<file path="src/rtl/trapezoid_step_period_generator_macros.svh">
// Assertion macros shared by the trapezoid step period generator RTL.
// Needs nothing else; files that check their logic include it by name.
`ifndef TRAPEZOID_STEP_PERIOD_GENERATOR_MACROS_SVH
`define TRAPEZOID_STEP_PERIOD_GENERATOR_MACROS_SVH

// Same-cycle implication, disabled while reset is asserted.
`define TSPG_ASSERT_IMP(name, clk, rst_n, pre, post) \
  name: assert property (@(posedge clk) disable iff (!rst_n) (pre) |-> (post)) \
    else $error("tspg: same-cycle check failed");

// Next-cycle implication, disabled while reset is asserted.
`define TSPG_ASSERT_NXT(name, clk, rst_n, pre, post) \
  name: assert property (@(posedge clk) disable iff (!rst_n) (pre) |=> (post)) \
    else $error("tspg: next-cycle check failed");

`endif

</file>
<file path="src/rtl/tspg_pkg.sv">
// Shared types and constants of the trapezoid step period generator.
// No dependencies; every other RTL file but the macros header imports it.
package tspg_pkg;

  localparam int CFG_IDX_W  = 3;
  localparam int CFG_DATA_W = 32;
  localparam int RATE_W     = 16;
  localparam int CNT_W      = 32;
  localparam int PERIOD_W   = 16;
  localparam int LOOPS_W    = 3;
  localparam int DIVISOR_W  = 14;
  localparam int QUOT_W     = 21;
  localparam int DIV_CNT_W  = 5;

  localparam logic [RATE_W-1:0]   MAX_RATE   = 16'd40000;
  localparam logic [RATE_W-1:0]   RATE_HI    = 16'd20000;
  localparam logic [RATE_W-1:0]   RATE_MID   = 16'd10000;
  localparam logic [RATE_W-1:0]   MASK_QUART = 16'h3fff;
  localparam logic [RATE_W-1:0]   MASK_HALF  = 16'h7fff;
  localparam logic [QUOT_W-1:0]   TICK_FREQ  = 21'd2000000;
  localparam logic [PERIOD_W-1:0] PERIOD_MAX = 16'hFFFF;
  localparam logic [PERIOD_W-1:0] PERIOD_MIN = 16'd100;
  localparam logic [LOOPS_W-1:0]  GRAN_TICKS = 3'd6;

  localparam logic [LOOPS_W-1:0] LOOPS_ONE  = 3'd1;
  localparam logic [LOOPS_W-1:0] LOOPS_TWO  = 3'd2;
  localparam logic [LOOPS_W-1:0] LOOPS_FOUR = 3'd4;

  localparam logic REQ_START = 1'b0;

  typedef enum logic [CFG_IDX_W-1:0] {
    CFG_NOMINAL  = 3'd0,
    CFG_INITIAL  = 3'd1,
    CFG_FINAL    = 3'd2,
    CFG_ACC_UNTL = 3'd3,
    CFG_DEC_AFTR = 3'd4,
    CFG_ACC_RATE = 3'd5,
    CFG_GRAN     = 3'd6
  } cfg_idx_e;

  typedef struct packed {
    logic                 start;
    logic [DIVISOR_W-1:0] divisor;
  } div_req_t;

  typedef struct packed {
    logic              done;
    logic [QUOT_W-1:0] quot;
  } div_rsp_t;

endpackage

</file>
<file path="src/rtl/tspg_if.sv">
// Valid/ready channel interfaces for the step request and period response words.
// Depends on tspg_pkg for field widths.
interface tspg_in_if;
  import tspg_pkg::*;
  logic             valid;
  logic             ready;
  logic             req_type;
  logic [CNT_W-1:0] steps_done;

  modport source (output valid, req_type, steps_done, input ready);
  modport sink   (input valid, req_type, steps_done, output ready);
endinterface

interface tspg_out_if;
  import tspg_pkg::*;
  logic                valid;
  logic                ready;
  logic [PERIOD_W-1:0] timer_period;
  logic [LOOPS_W-1:0]  loops_per_tick;

  modport source (output valid, timer_period, loops_per_tick, input ready);
  modport sink   (input valid, timer_period, loops_per_tick, output ready);
endinterface

</file>
<file path="src/rtl/tspg_div.sv">
// Bit-serial restoring divider: tick frequency divided by a step rate.
// Depends on tspg_pkg; one quotient bit per cycle.
module tspg_div (
  input  logic               clk_i,
  input  logic               rst_ni,
  input  tspg_pkg::div_req_t req_i,
  output tspg_pkg::div_rsp_t rsp_o
);
  import tspg_pkg::*;

  logic                 busy_q, busy_d;
  logic                 done_q, done_d;
  logic [DIV_CNT_W-1:0] cnt_q, cnt_d;
  logic [DIVISOR_W-1:0] divisor_q, divisor_d;
  logic [DIVISOR_W-1:0] rem_q, rem_d;
  logic [QUOT_W-1:0]    quot_q, quot_d;
  logic [DIVISOR_W:0]   trial;
  logic                 fits;

  assign trial = {rem_q, TICK_FREQ[cnt_q]};
  assign fits  = trial >= {1'b0, divisor_q};

  always_comb begin
    busy_d    = busy_q;
    done_d    = 1'b0;
    cnt_d     = cnt_q;
    divisor_d = divisor_q;
    rem_d     = rem_q;
    quot_d    = quot_q;
    if (req_i.start) begin
      busy_d    = 1'b1;
      cnt_d     = DIV_CNT_W'(QUOT_W - 1);
      divisor_d = req_i.divisor;
      rem_d     = '0;
      quot_d    = '0;
    end else if (busy_q) begin
      rem_d  = fits ? DIVISOR_W'(trial - {1'b0, divisor_q}) : trial[DIVISOR_W-1:0];
      quot_d = {quot_q[QUOT_W-2:0], fits};
      cnt_d  = cnt_q - 1'b1;
      if (cnt_q == '0) begin
        busy_d = 1'b0;
        done_d = 1'b1;
      end
    end
  end

  always_ff @(posedge clk_i or negedge rst_ni) begin
    if (!rst_ni) begin
      busy_q <= 1'b0;
      done_q <= 1'b0;
      cnt_q  <= '0;
    end else begin
      busy_q <= busy_d;
      done_q <= done_d;
      cnt_q  <= cnt_d;
    end
  end

  always_ff @(posedge clk_i) begin
    divisor_q <= divisor_d;
    rem_q     <= rem_d;
    quot_q    <= quot_d;
  end

  assign rsp_o.done = done_q;
  assign rsp_o.quot = quot_q;

endmodule

</file>
<file path="src/rtl/tspg_ramp.sv">
// Registered ramp term: (ticks * acceleration rate) >> 24, kept to 16 bits.
// Depends on tspg_pkg for widths.
module tspg_ramp (
  input  logic                         clk_i,
  input  logic [tspg_pkg::CNT_W-1:0]   ticks_i,
  input  logic [tspg_pkg::CNT_W-1:0]   rate_i,
  output logic [tspg_pkg::RATE_W-1:0]  term_o
);
  import tspg_pkg::*;

  logic [2*CNT_W-1:0]  prod;
  logic [RATE_W-1:0]   term_q;

  assign prod = {{CNT_W{1'b0}}, ticks_i} * {{CNT_W{1'b0}}, rate_i};

  // The 2^24 scale drops the low bits; only sixteen bits above it are kept.
  always_ff @(posedge clk_i) begin
    term_q <= prod[24 +: RATE_W];
  end

  assign term_o = term_q;

endmodule

</file>
<file path="src/rtl/trapezoid_step_period_generator.sv">
// Trapezoid step period generator, top level with sequencer and ramp state.
// Sequence for an acceleration or deceleration step: multiply, rate, divider
// start, divider wait, finish, output; a start runs two divider passes, and a
// cruise step goes straight to output; a zero rate skips the divider.
// One word at a time: a new word is taken only once the result word is accepted.
// Reset (async, active low) clears configuration, ramp state and the sequencer.
`include "trapezoid_step_period_generator_macros.svh"

module trapezoid_step_period_generator (
  input  logic                              clk_i,
  input  logic                              rst_ni,
  input  logic                              cfg_we_i,
  input  logic [tspg_pkg::CFG_IDX_W-1:0]    cfg_idx_i,
  input  logic [tspg_pkg::CFG_DATA_W-1:0]   cfg_data_i,
  tspg_in_if.sink                           req_i,
  tspg_out_if.source                        rsp_o
);
  import tspg_pkg::*;

  // Sequencer states, one-hot.
  typedef enum logic [6:0] {
    S_IDLE = 7'b0000001,
    S_MUL  = 7'b0000010,
    S_RATE = 7'b0000100,
    S_DIVS = 7'b0001000,
    S_DIVW = 7'b0010000,
    S_FIN  = 7'b0100000,
    S_OUT  = 7'b1000000
  } state_e;

  // Which branch of the ramp the current word follows.
  typedef enum logic [1:0] {
    PH_START  = 2'd0,
    PH_ACCEL  = 2'd1,
    PH_DECEL  = 2'd2,
    PH_CRUISE = 2'd3
  } phase_e;

  // Configuration registers.
  logic [RATE_W-1:0] nominal_q, initial_q, final_q;
  logic [CNT_W-1:0]  acc_until_q, dec_after_q, acc_rate_q;
  logic              gran_q;

  // Ramp state carried from word to word.
  logic [CNT_W-1:0]    accel_elapsed_q, decel_elapsed_q;
  logic [RATE_W-1:0]   accel_rate_now_q;
  logic [PERIOD_W-1:0] cruise_period_q;
  logic [LOOPS_W-1:0]  cruise_loops_q;

  // Sequencer and working registers.
  state_e              state_q;
  phase_e              phase_q;
  logic                first_q;
  logic [RATE_W-1:0]   rate_q;
  logic [LOOPS_W-1:0]  loops_q;
  logic                zero_q;
  logic [PERIOD_W-1:0] out_period_q;
  logic [LOOPS_W-1:0]  out_loops_q;

  // Combinational helpers.
  logic [RATE_W-1:0]    ramp_term;
  logic [CNT_W-1:0]     ramp_ticks;
  logic                 accept;
  logic [RATE_W:0]      acc_sum;
  logic [RATE_W-1:0]    acc_sat;
  logic [RATE_W-1:0]    acc_rate_new;
  logic [RATE_W-1:0]    dec_diff;
  logic [RATE_W-1:0]    dec_rate_new;
  logic [RATE_W-1:0]    capped;
  logic [RATE_W-1:0]    scaled;
  logic [LOOPS_W-1:0]   scaled_loops;
  logic [QUOT_W:0]      period_ext;
  logic [PERIOD_W-1:0]  period;
  logic                 rsp_ramp_word;
  div_req_t             div_req;
  div_rsp_t             div_rsp;

  assign accept = req_i.valid && req_i.ready;

  // Configuration writes; an index past the list is ignored.
  always_ff @(posedge clk_i or negedge rst_ni) begin
    if (!rst_ni) begin
      nominal_q   <= '0;
      initial_q   <= '0;
      final_q     <= '0;
      acc_until_q <= '0;
      dec_after_q <= '0;
      acc_rate_q  <= '0;
      gran_q      <= 1'b0;
    end else if (cfg_we_i) begin
      case (cfg_idx_e'(cfg_idx_i))
        CFG_NOMINAL:  nominal_q   <= cfg_data_i[RATE_W-1:0];
        CFG_INITIAL:  initial_q   <= cfg_data_i[RATE_W-1:0];
        CFG_FINAL:    final_q     <= cfg_data_i[RATE_W-1:0];
        CFG_ACC_UNTL: acc_until_q <= cfg_data_i[CNT_W-1:0];
        CFG_DEC_AFTR: dec_after_q <= cfg_data_i[CNT_W-1:0];
        CFG_ACC_RATE: acc_rate_q  <= cfg_data_i[CNT_W-1:0];
        CFG_GRAN:     gran_q      <= cfg_data_i[0];
        default: ;
      endcase
    end
  end

  // The ramp multiplier sees the elapsed-tick counter of the current phase.
  assign ramp_ticks = (phase_q == PH_DECEL) ? decel_elapsed_q : accel_elapsed_q;

  tspg_ramp u_ramp (
    .clk_i   (clk_i),
    .ticks_i (ramp_ticks),
    .rate_i  (acc_rate_q),
    .term_o  (ramp_term)
  );

  // Acceleration: initial rate plus ramp term, saturated to 16 bits, then
  // capped at the nominal rate.
  assign acc_sum      = {1'b0, ramp_term} + {1'b0, initial_q};
  assign acc_sat      = acc_sum[RATE_W] ? PERIOD_MAX : acc_sum[RATE_W-1:0];
  assign acc_rate_new = (acc_sat > nominal_q) ? nominal_q : acc_sat;

  // Deceleration: fall from the last acceleration rate, floored at the final
  // rate; a ramp term larger than the start point lands on the floor too.
  assign dec_diff     = accel_rate_now_q - ramp_term;
  assign dec_rate_new = (ramp_term <= accel_rate_now_q && dec_diff >= final_q) ?
                        dec_diff : final_q;

  // Rate scaling: cap, then fold fast rates into two or four steps per tick.
  always_comb begin
    capped = (rate_q > MAX_RATE) ? MAX_RATE : rate_q;
    if (capped > RATE_HI) begin
      scaled       = (capped >> 2) & MASK_QUART;
      scaled_loops = LOOPS_FOUR;
    end else if (capped > RATE_MID) begin
      scaled       = (capped >> 1) & MASK_HALF;
      scaled_loops = LOOPS_TWO;
    end else begin
      scaled       = capped;
      scaled_loops = LOOPS_ONE;
    end
  end

  assign div_req.start   = (state_q == S_DIVS) && (scaled != '0);
  assign div_req.divisor = scaled[DIVISOR_W-1:0];

  tspg_div u_div (
    .clk_i  (clk_i),
    .rst_ni (rst_ni),
    .req_i  (div_req),
    .rsp_o  (div_rsp)
  );

  // Period from the quotient: minus one, plus the granulator ticks when enabled, then
  // saturated at the 16-bit maximum and floored. A zero rate means maximum.
  always_comb begin
    period_ext = {1'b0, div_rsp.quot} - 1'b1;
    if (gran_q) begin
      period_ext = period_ext + (QUOT_W+1)'(loops_q) * (QUOT_W+1)'(GRAN_TICKS);
    end
    if (zero_q || period_ext > (QUOT_W+1)'(PERIOD_MAX)) begin
      period = PERIOD_MAX;
    end else if (period_ext < (QUOT_W+1)'(PERIOD_MIN)) begin
      period = PERIOD_MIN;
    end else begin
      period = period_ext[PERIOD_W-1:0];
    end
  end

  // Sequencer and control state.
  always_ff @(posedge clk_i or negedge rst_ni) begin
    if (!rst_ni) begin
      state_q          <= S_IDLE;
      phase_q          <= PH_START;
      first_q          <= 1'b0;
      accel_elapsed_q  <= '0;
      decel_elapsed_q  <= '0;
      accel_rate_now_q <= '0;
      cruise_period_q  <= '0;
      cruise_loops_q   <= '0;
    end else begin
      case (state_q)
        S_IDLE: begin
          if (accept) begin
            if (req_i.req_type == REQ_START) begin
              // A start word sizes the cruise period first, then the entry rate.
              phase_q <= PH_START;
              first_q <= 1'b1;
              state_q <= S_DIVS;
            end else if (req_i.steps_done <= acc_until_q) begin
              phase_q <= PH_ACCEL;
              state_q <= S_MUL;
            end else if (req_i.steps_done > dec_after_q) begin
              phase_q <= PH_DECEL;
              state_q <= S_MUL;
            end else begin
              phase_q <= PH_CRUISE;
              state_q <= S_OUT;
            end
          end
        end
        S_MUL:  state_q <= S_RATE;
        S_RATE: state_q <= S_DIVS;
        S_DIVS: state_q <= (scaled == '0) ? S_FIN : S_DIVW;
        S_DIVW: begin
          if (div_rsp.done) begin
            state_q <= S_FIN;
          end
        end
        S_FIN: begin
          case (phase_q)
            PH_START: begin
              if (first_q) begin
                cruise_period_q <= period;
                cruise_loops_q  <= loops_q;
                first_q         <= 1'b0;
                state_q         <= S_DIVS;
              end else begin
                accel_rate_now_q <= initial_q;
                accel_elapsed_q  <= CNT_W'(period);
                decel_elapsed_q  <= '0;
                state_q          <= S_OUT;
              end
            end
            PH_ACCEL: begin
              accel_rate_now_q <= rate_q;
              accel_elapsed_q  <= accel_elapsed_q + CNT_W'(period);
              state_q          <= S_OUT;
            end
            PH_DECEL: begin
              decel_elapsed_q <= decel_elapsed_q + CNT_W'(period);
              state_q         <= S_OUT;
            end
            default: state_q <= S_OUT;
          endcase
        end
        S_OUT: begin
          if (rsp_o.ready) begin
            state_q <= S_IDLE;
          end
        end
        default: state_q <= S_IDLE;
      endcase
    end
  end

  // Working rate, scaling result and the output word.
  always_ff @(posedge clk_i) begin
    if (state_q == S_IDLE && accept) begin
      rate_q       <= nominal_q;
      out_period_q <= cruise_period_q;
      out_loops_q  <= cruise_loops_q;
    end
    if (state_q == S_RATE) begin
      rate_q <= (phase_q == PH_DECEL) ? dec_rate_new : acc_rate_new;
    end
    if (state_q == S_DIVS) begin
      loops_q <= scaled_loops;
      zero_q  <= (scaled == '0);
    end
    if (state_q == S_FIN) begin
      if (phase_q == PH_START && first_q) begin
        rate_q <= initial_q;
      end else begin
        out_period_q <= period;
        out_loops_q  <= loops_q;
      end
    end
  end

  assign req_i.ready          = (state_q == S_IDLE);
  assign rsp_o.valid          = (state_q == S_OUT);
  assign rsp_o.timer_period   = out_period_q;
  assign rsp_o.loops_per_tick = out_loops_q;

  // A result word that came from the period rule rather than an unset cruise.
  assign rsp_ramp_word = rsp_o.valid && (rsp_o.loops_per_tick != '0);

  // The block never takes a word while a result is still waiting.
  `TSPG_ASSERT_IMP(a_ready_excl, clk_i, rst_ni, req_i.ready, !rsp_o.valid)
  // An accepted word keeps the input closed on the following cycle.
  `TSPG_ASSERT_NXT(a_accept_busy, clk_i, rst_ni, accept, !req_i.ready)
  // Loop counts are one, two or four, or zero for cruise before any start.
  `TSPG_ASSERT_IMP(a_loops_code, clk_i, rst_ni, rsp_o.valid, $onehot0(rsp_o.loops_per_tick))
  // Any computed period respects the floor.
  `TSPG_ASSERT_IMP(a_period_floor, clk_i, rst_ni, rsp_ramp_word, rsp_o.timer_period >= PERIOD_MIN)
  // The divider only finishes while the sequencer waits for it.
  `TSPG_ASSERT_IMP(a_div_done, clk_i, rst_ni, div_rsp.done, state_q == S_DIVW)

endmodule
</file>
<file path="src/flat_wrapper.sv">
// flat-port wrapper written by rule: the top's interface ports become plain ports
module trapezoid_step_period_generator_flat import tspg_pkg::*;
  (clk_i, rst_ni, cfg_we_i, cfg_idx_i, cfg_data_i, req_i_valid, req_i_req_type, req_i_steps_done, req_i_ready, rsp_o_valid, rsp_o_timer_period, rsp_o_loops_per_tick, rsp_o_ready);
  tspg_in_if req_i_i ();
  tspg_out_if rsp_o_i ();
  input  logic clk_i;
  input  logic rst_ni;
  input  logic cfg_we_i;
  input  logic [tspg_pkg::CFG_IDX_W-1:0] cfg_idx_i;
  input  logic [tspg_pkg::CFG_DATA_W-1:0] cfg_data_i;
  input wire logic [$bits(req_i_i.valid)-1:0] req_i_valid;
  input wire logic [$bits(req_i_i.req_type)-1:0] req_i_req_type;
  input wire logic [$bits(req_i_i.steps_done)-1:0] req_i_steps_done;
  output wire logic [$bits(req_i_i.ready)-1:0] req_i_ready;
  output wire logic [$bits(rsp_o_i.valid)-1:0] rsp_o_valid;
  output wire logic [$bits(rsp_o_i.timer_period)-1:0] rsp_o_timer_period;
  output wire logic [$bits(rsp_o_i.loops_per_tick)-1:0] rsp_o_loops_per_tick;
  input wire logic [$bits(rsp_o_i.ready)-1:0] rsp_o_ready;
  assign req_i_i.valid = req_i_valid;
  assign req_i_i.req_type = req_i_req_type;
  assign req_i_i.steps_done = req_i_steps_done;
  assign req_i_ready = req_i_i.ready;
  assign rsp_o_valid = rsp_o_i.valid;
  assign rsp_o_timer_period = rsp_o_i.timer_period;
  assign rsp_o_loops_per_tick = rsp_o_i.loops_per_tick;
  assign rsp_o_i.ready = rsp_o_ready;
  trapezoid_step_period_generator u_core (.clk_i(clk_i), .rst_ni(rst_ni), .cfg_we_i(cfg_we_i), .cfg_idx_i(cfg_idx_i), .cfg_data_i(cfg_data_i), .req_i(req_i_i), .rsp_o(rsp_o_i));
endmodule
</file>
<file path="config.mk">
export PLATFORM = sky130hd
export DESIGN_NAME = trapezoid_step_period_generator_flat
export DESIGN_NICKNAME = d
export VERILOG_FILES = /design/src/rtl/tspg_pkg.sv /design/src/rtl/tspg_if.sv /design/src/rtl/tspg_div.sv /design/src/rtl/tspg_ramp.sv /design/src/rtl/trapezoid_step_period_generator.sv /design/src/flat_wrapper.sv
export VERILOG_INCLUDE_DIRS = /design/src /design/src/rtl
export SDC_FILE = /design/constraint.sdc
export NUM_CORES = 2
export LEC_CHECK = 0
export BUFFER_PORTS_ARGS = -buffer_cell sky130_fd_sc_hd__buf_4
export CAP_MARGIN = 20
export CORE_MARGIN = 2
export CORE_UTILIZATION = 26
export CTS_CLUSTER_SIZE = 40
export DETAILED_ROUTE_END_ITERATION = 8
export GPL_TIMING_DRIVEN = 0
export SYNTH_ARGS = -nofsm -noshare
export SYNTH_HDL_FRONTEND = slang
export SYNTH_SLANG_ARGS = --single-unit
</file>
<file path="constraint.sdc">
create_clock -name clk_i -period 14.4 [get_ports clk_i]
set_input_delay 1.44 -clock clk_i [delete_from_list [all_inputs] [get_ports clk_i]]
set_output_delay 1.44 -clock clk_i [all_outputs]
set_load 0.01 [all_outputs]
</file>
==> results.ini <==
[run_status]
status = finished, final reports clean

[cts]
clkTransAtPathRegs_ns = 0.07
post_cts_buffers = 0
cts_buffer_depth = 3
clock_latency_ns = 0.63
cts_sinks = 365
cts_resized = 0
cts_hold_buffers = 0
root_buffer = clkbuf_16
numCtsBuffers = 41
htree_levels = 2
cts_tree = done

[placement]
placement.io_buffers = 91
hpwlAfterDp_mm = 119
gp_congestion = 0.938
dpl-instance-area_sq_um = 48300
preCtsSetupSlack_ns = 2.56

[timing]
worst_pin_slew_ns = 1.22
clock_skew_ns = 0.0790
fin_crit_sh_pct = 84.8
setup_viol = 0
max_freq_mhz = 81.9
period_minus_slack_ns = 12.21
timing.hold.ws_ns = 0.475
rsz0062_at_grt = false
hold_viol_final = 0
fin_setup_tns_ns = 0
maxSlewViolCount = 0
fin_ws_ns = 2.19
slew_headroom_pct = 17.8

[critical_path]
max_stage_delay_ns = 0.81
cpMostUsedCell = fa_1
crit_slowest_cell = clkbuf_1
critPathTopFamily = adder cells
worst_ep_required_time_ns = 14.84
worstSetupEndpointType = flip-flop
critPathLaunchType = flip-flop
path_class = flip-flop to flip-flop
cp_max_fo = 10
crit_buf_inv = 10
arrival_ns = 12.65

[global_routing]
grt_pass1_vias = 36900
grt_max_degree = 112
grt_pass1_wl_mm = 225
grt.total_usage_pct = 16.7
antenna_found_initial = 8
grt_remaining_overflow = 0

[logic_synthesis]
async_reset_ff_share_pct = 71.5
yosys_warnings = 0
ys_seq_area_share_pct = 19.7
yosys-top-cells-area = fa_1 (28%), dfrtp_1 (15%), ha_1 (9.3%), inv_1 (7.1%), nand2_1 (6.6%)
syn_avg_cell_area_sq_um = 8.93
syn_area_sq_um = 44700
ys.flop_type = dfrtp_1
synth_edf_count = 18
synthCells = 5006
yosysTopAreaCellShare_pct = 28.2
syn_nets = 6041
ys_ff_latch = 365
yosysTopAreaCell = fa_1
ys_types = 85

[routing]
vias = 35400
wl_per_cell_um = 19.6
drc = 0
via_per_inst = 4.77
drtIter0Drc = 2660
drtPass1Iterations = 6
antenna_left = 0
wirelength_mm = 146

[pwr]
ir_drop_mv = 0.150
p_per_area_nw_per_um2 = 124
leakage_nw = 24.0

[hold_path]
hp-class = flip-flop to flip-flop

[floorplanning]
die-area_sq_um = 175000
coreArea_sq_um = 171000
rows = 152
ios = 94
die_w_um = 419
initial_core_util_pct = 26.1
fp.dieH_um = 419

[finish]
postLayoutCoreUtil_pct = 29.0
multiInputGateArea_sq_um = 31800
area_growth_pct = 11.1
num-fill-cells = 18200
fin_nets = 6185
final_cell_mix = inv_1 (848), nand2_1 (782), fa_1 (630)
drive_gt1_share_pct = 6.23
regArea_sq_um = 8790
stdcell_area_sq_um = 49700
layout_commonest_cell = inv_1

[run]
cap_violations = 0

==> metrics by stage <==
stage / power [W] / std cells
2_1_floorplan: 0.00387 / 5006
3_3_place_gp: 0.00495 / 7330
4_1_cts: 0.00614 / 7415
6_report: 0.00615 / 7417
3_5_place_dp: 0.00500 / 7339
5_1_grt: 0.00660 / 7417
==> sequential cells by signal, summed over array words and instances, names as in the netlist, 5 cells and up <==
signal / flops
u_core.u_div.cnt_q: 5
u_core.final_q: 16
u_core.u_div.quot_q: 21
u_core.dec_after_q: 32
u_core.accel_rate_now_q: 16
u_core.u_div.rem_q: 14
u_core.acc_rate_q: 32
u_core.state_q: 7
u_core.accel_elapsed_q: 32
u_core.u_ramp.term_o: 16
u_core.decel_elapsed_q: 32
u_core.u_div.divisor_q: 14
u_core.initial_q: 16
u_core.acc_until_q: 32
u_core.cruise_period_q: 16
u_core.rsp_o.timer_period: 16
u_core.rate_q: 16
u_core.nominal_q: 16
==> routing by layer <==
metal  global-route usage [%]  up-vias  part of all wire (%)
met5                        0        -                     0
met4                     7.84        0                   5.5
met3                     2.19      325                   6.0
met2                     27.9     1159                    47
met1                     21.4    17900                    42
li1                         -    16000                     -
==> worst reg2reg max path: cells and delay by family (launching register included) <==
family | cells | cell delay (ns)
compound gates | 7 | 1.85
buf+inv | 10 | 3.48
flops | 1 | 0.33
fa+ha+maj | 9 | 4.32
xor+xnor | 1 | 0.36
simple gates | 7 | 1.68
==> worst paths after layout <==
check / depth (start not counted) / slack (ns) / start / end
max: 34 / 2.19 / u_core.phase_q[1] / u_core.u_ramp.term_o[15]
max reg2reg: 34 / 2.19 / u_core.phase_q[1] / u_core.u_ramp.term_o[15]
min: 2 / 0.48 / u_core.cruise_loops_q[0] / u_core.cruise_loops_q[0]
max in group asynchronous: 3 / 12.03 / rst_ni / u_core.acc_rate_q[25]
min reg2reg: 2 / 0.48 / u_core.cruise_loops_q[0] / u_core.cruise_loops_q[0]
min in group asynchronous: 1 / 0.77 / rst_ni / u_core.cruise_period_q[0]
==> power by group <==
part	total, W	switching (W)	internal, W
clock network	0.00110	0.000489	0.000614
registers	0.00145	0.000200	0.00125
logic	0.00360	0.00223	0.00136
total	0.00615	0.00292	0.00323
==> layout make-up <==
class / count / area share (%)
antenna: 1 / 0.00504
timing repair buffer: 101 / 1.61
buffer: 249 / 1.92
tap: 2233 / 5.63
inverter: 848 / 6.41
clock buffer: 51 / 2.16
clock inverter: 25 / 0.607
sequential: 365 / 17.7
multi-input combinational: 3544 / 64.0
==> synth_stat cells (all sizes together) (5+ instances only) <==
library cell and instances:
inv 848, nand2 782, fa 630, ha 332, and2 314, dfrtp 260
clkbuf 226, nor2 198, o21ai 197, a21oi 159, xnor2 111, mux2 97
dfxtp 86, mux2i 80, a21o 79, xor2 49, nand2b 39, nand3 38
or3 37, nor3 36, nand4 34, a31oi 33, nor2b 32, o21a 31
a211oi 27, buf 23, and3 19, edfxtp 18, o22ai 18, o21bai 14
o31ai 14, or2 12, a2111oi 10, nor4 10, o221ai 10, a211o 7
and4 7, o211ai 7, a31o 6, nor3b 6, a22oi 5
==> logic make-up (layout without fill, tap and decap cells) <==
kind of cell    after synthesis  count (layout)  synth area share [%]
simple gates               1588            1588                  16.8
buf+inv                    1097            1274                  9.26
fa+ha+maj                   962             962                  37.5
compound gates              657             657                  9.35
flops                       365             365                  19.7
mux                         177             177                  4.24
xor+xnor                    160             160                  3.14
other cells                   0               1                     0
No activity file was read; power rests on OpenSTA's default activity.
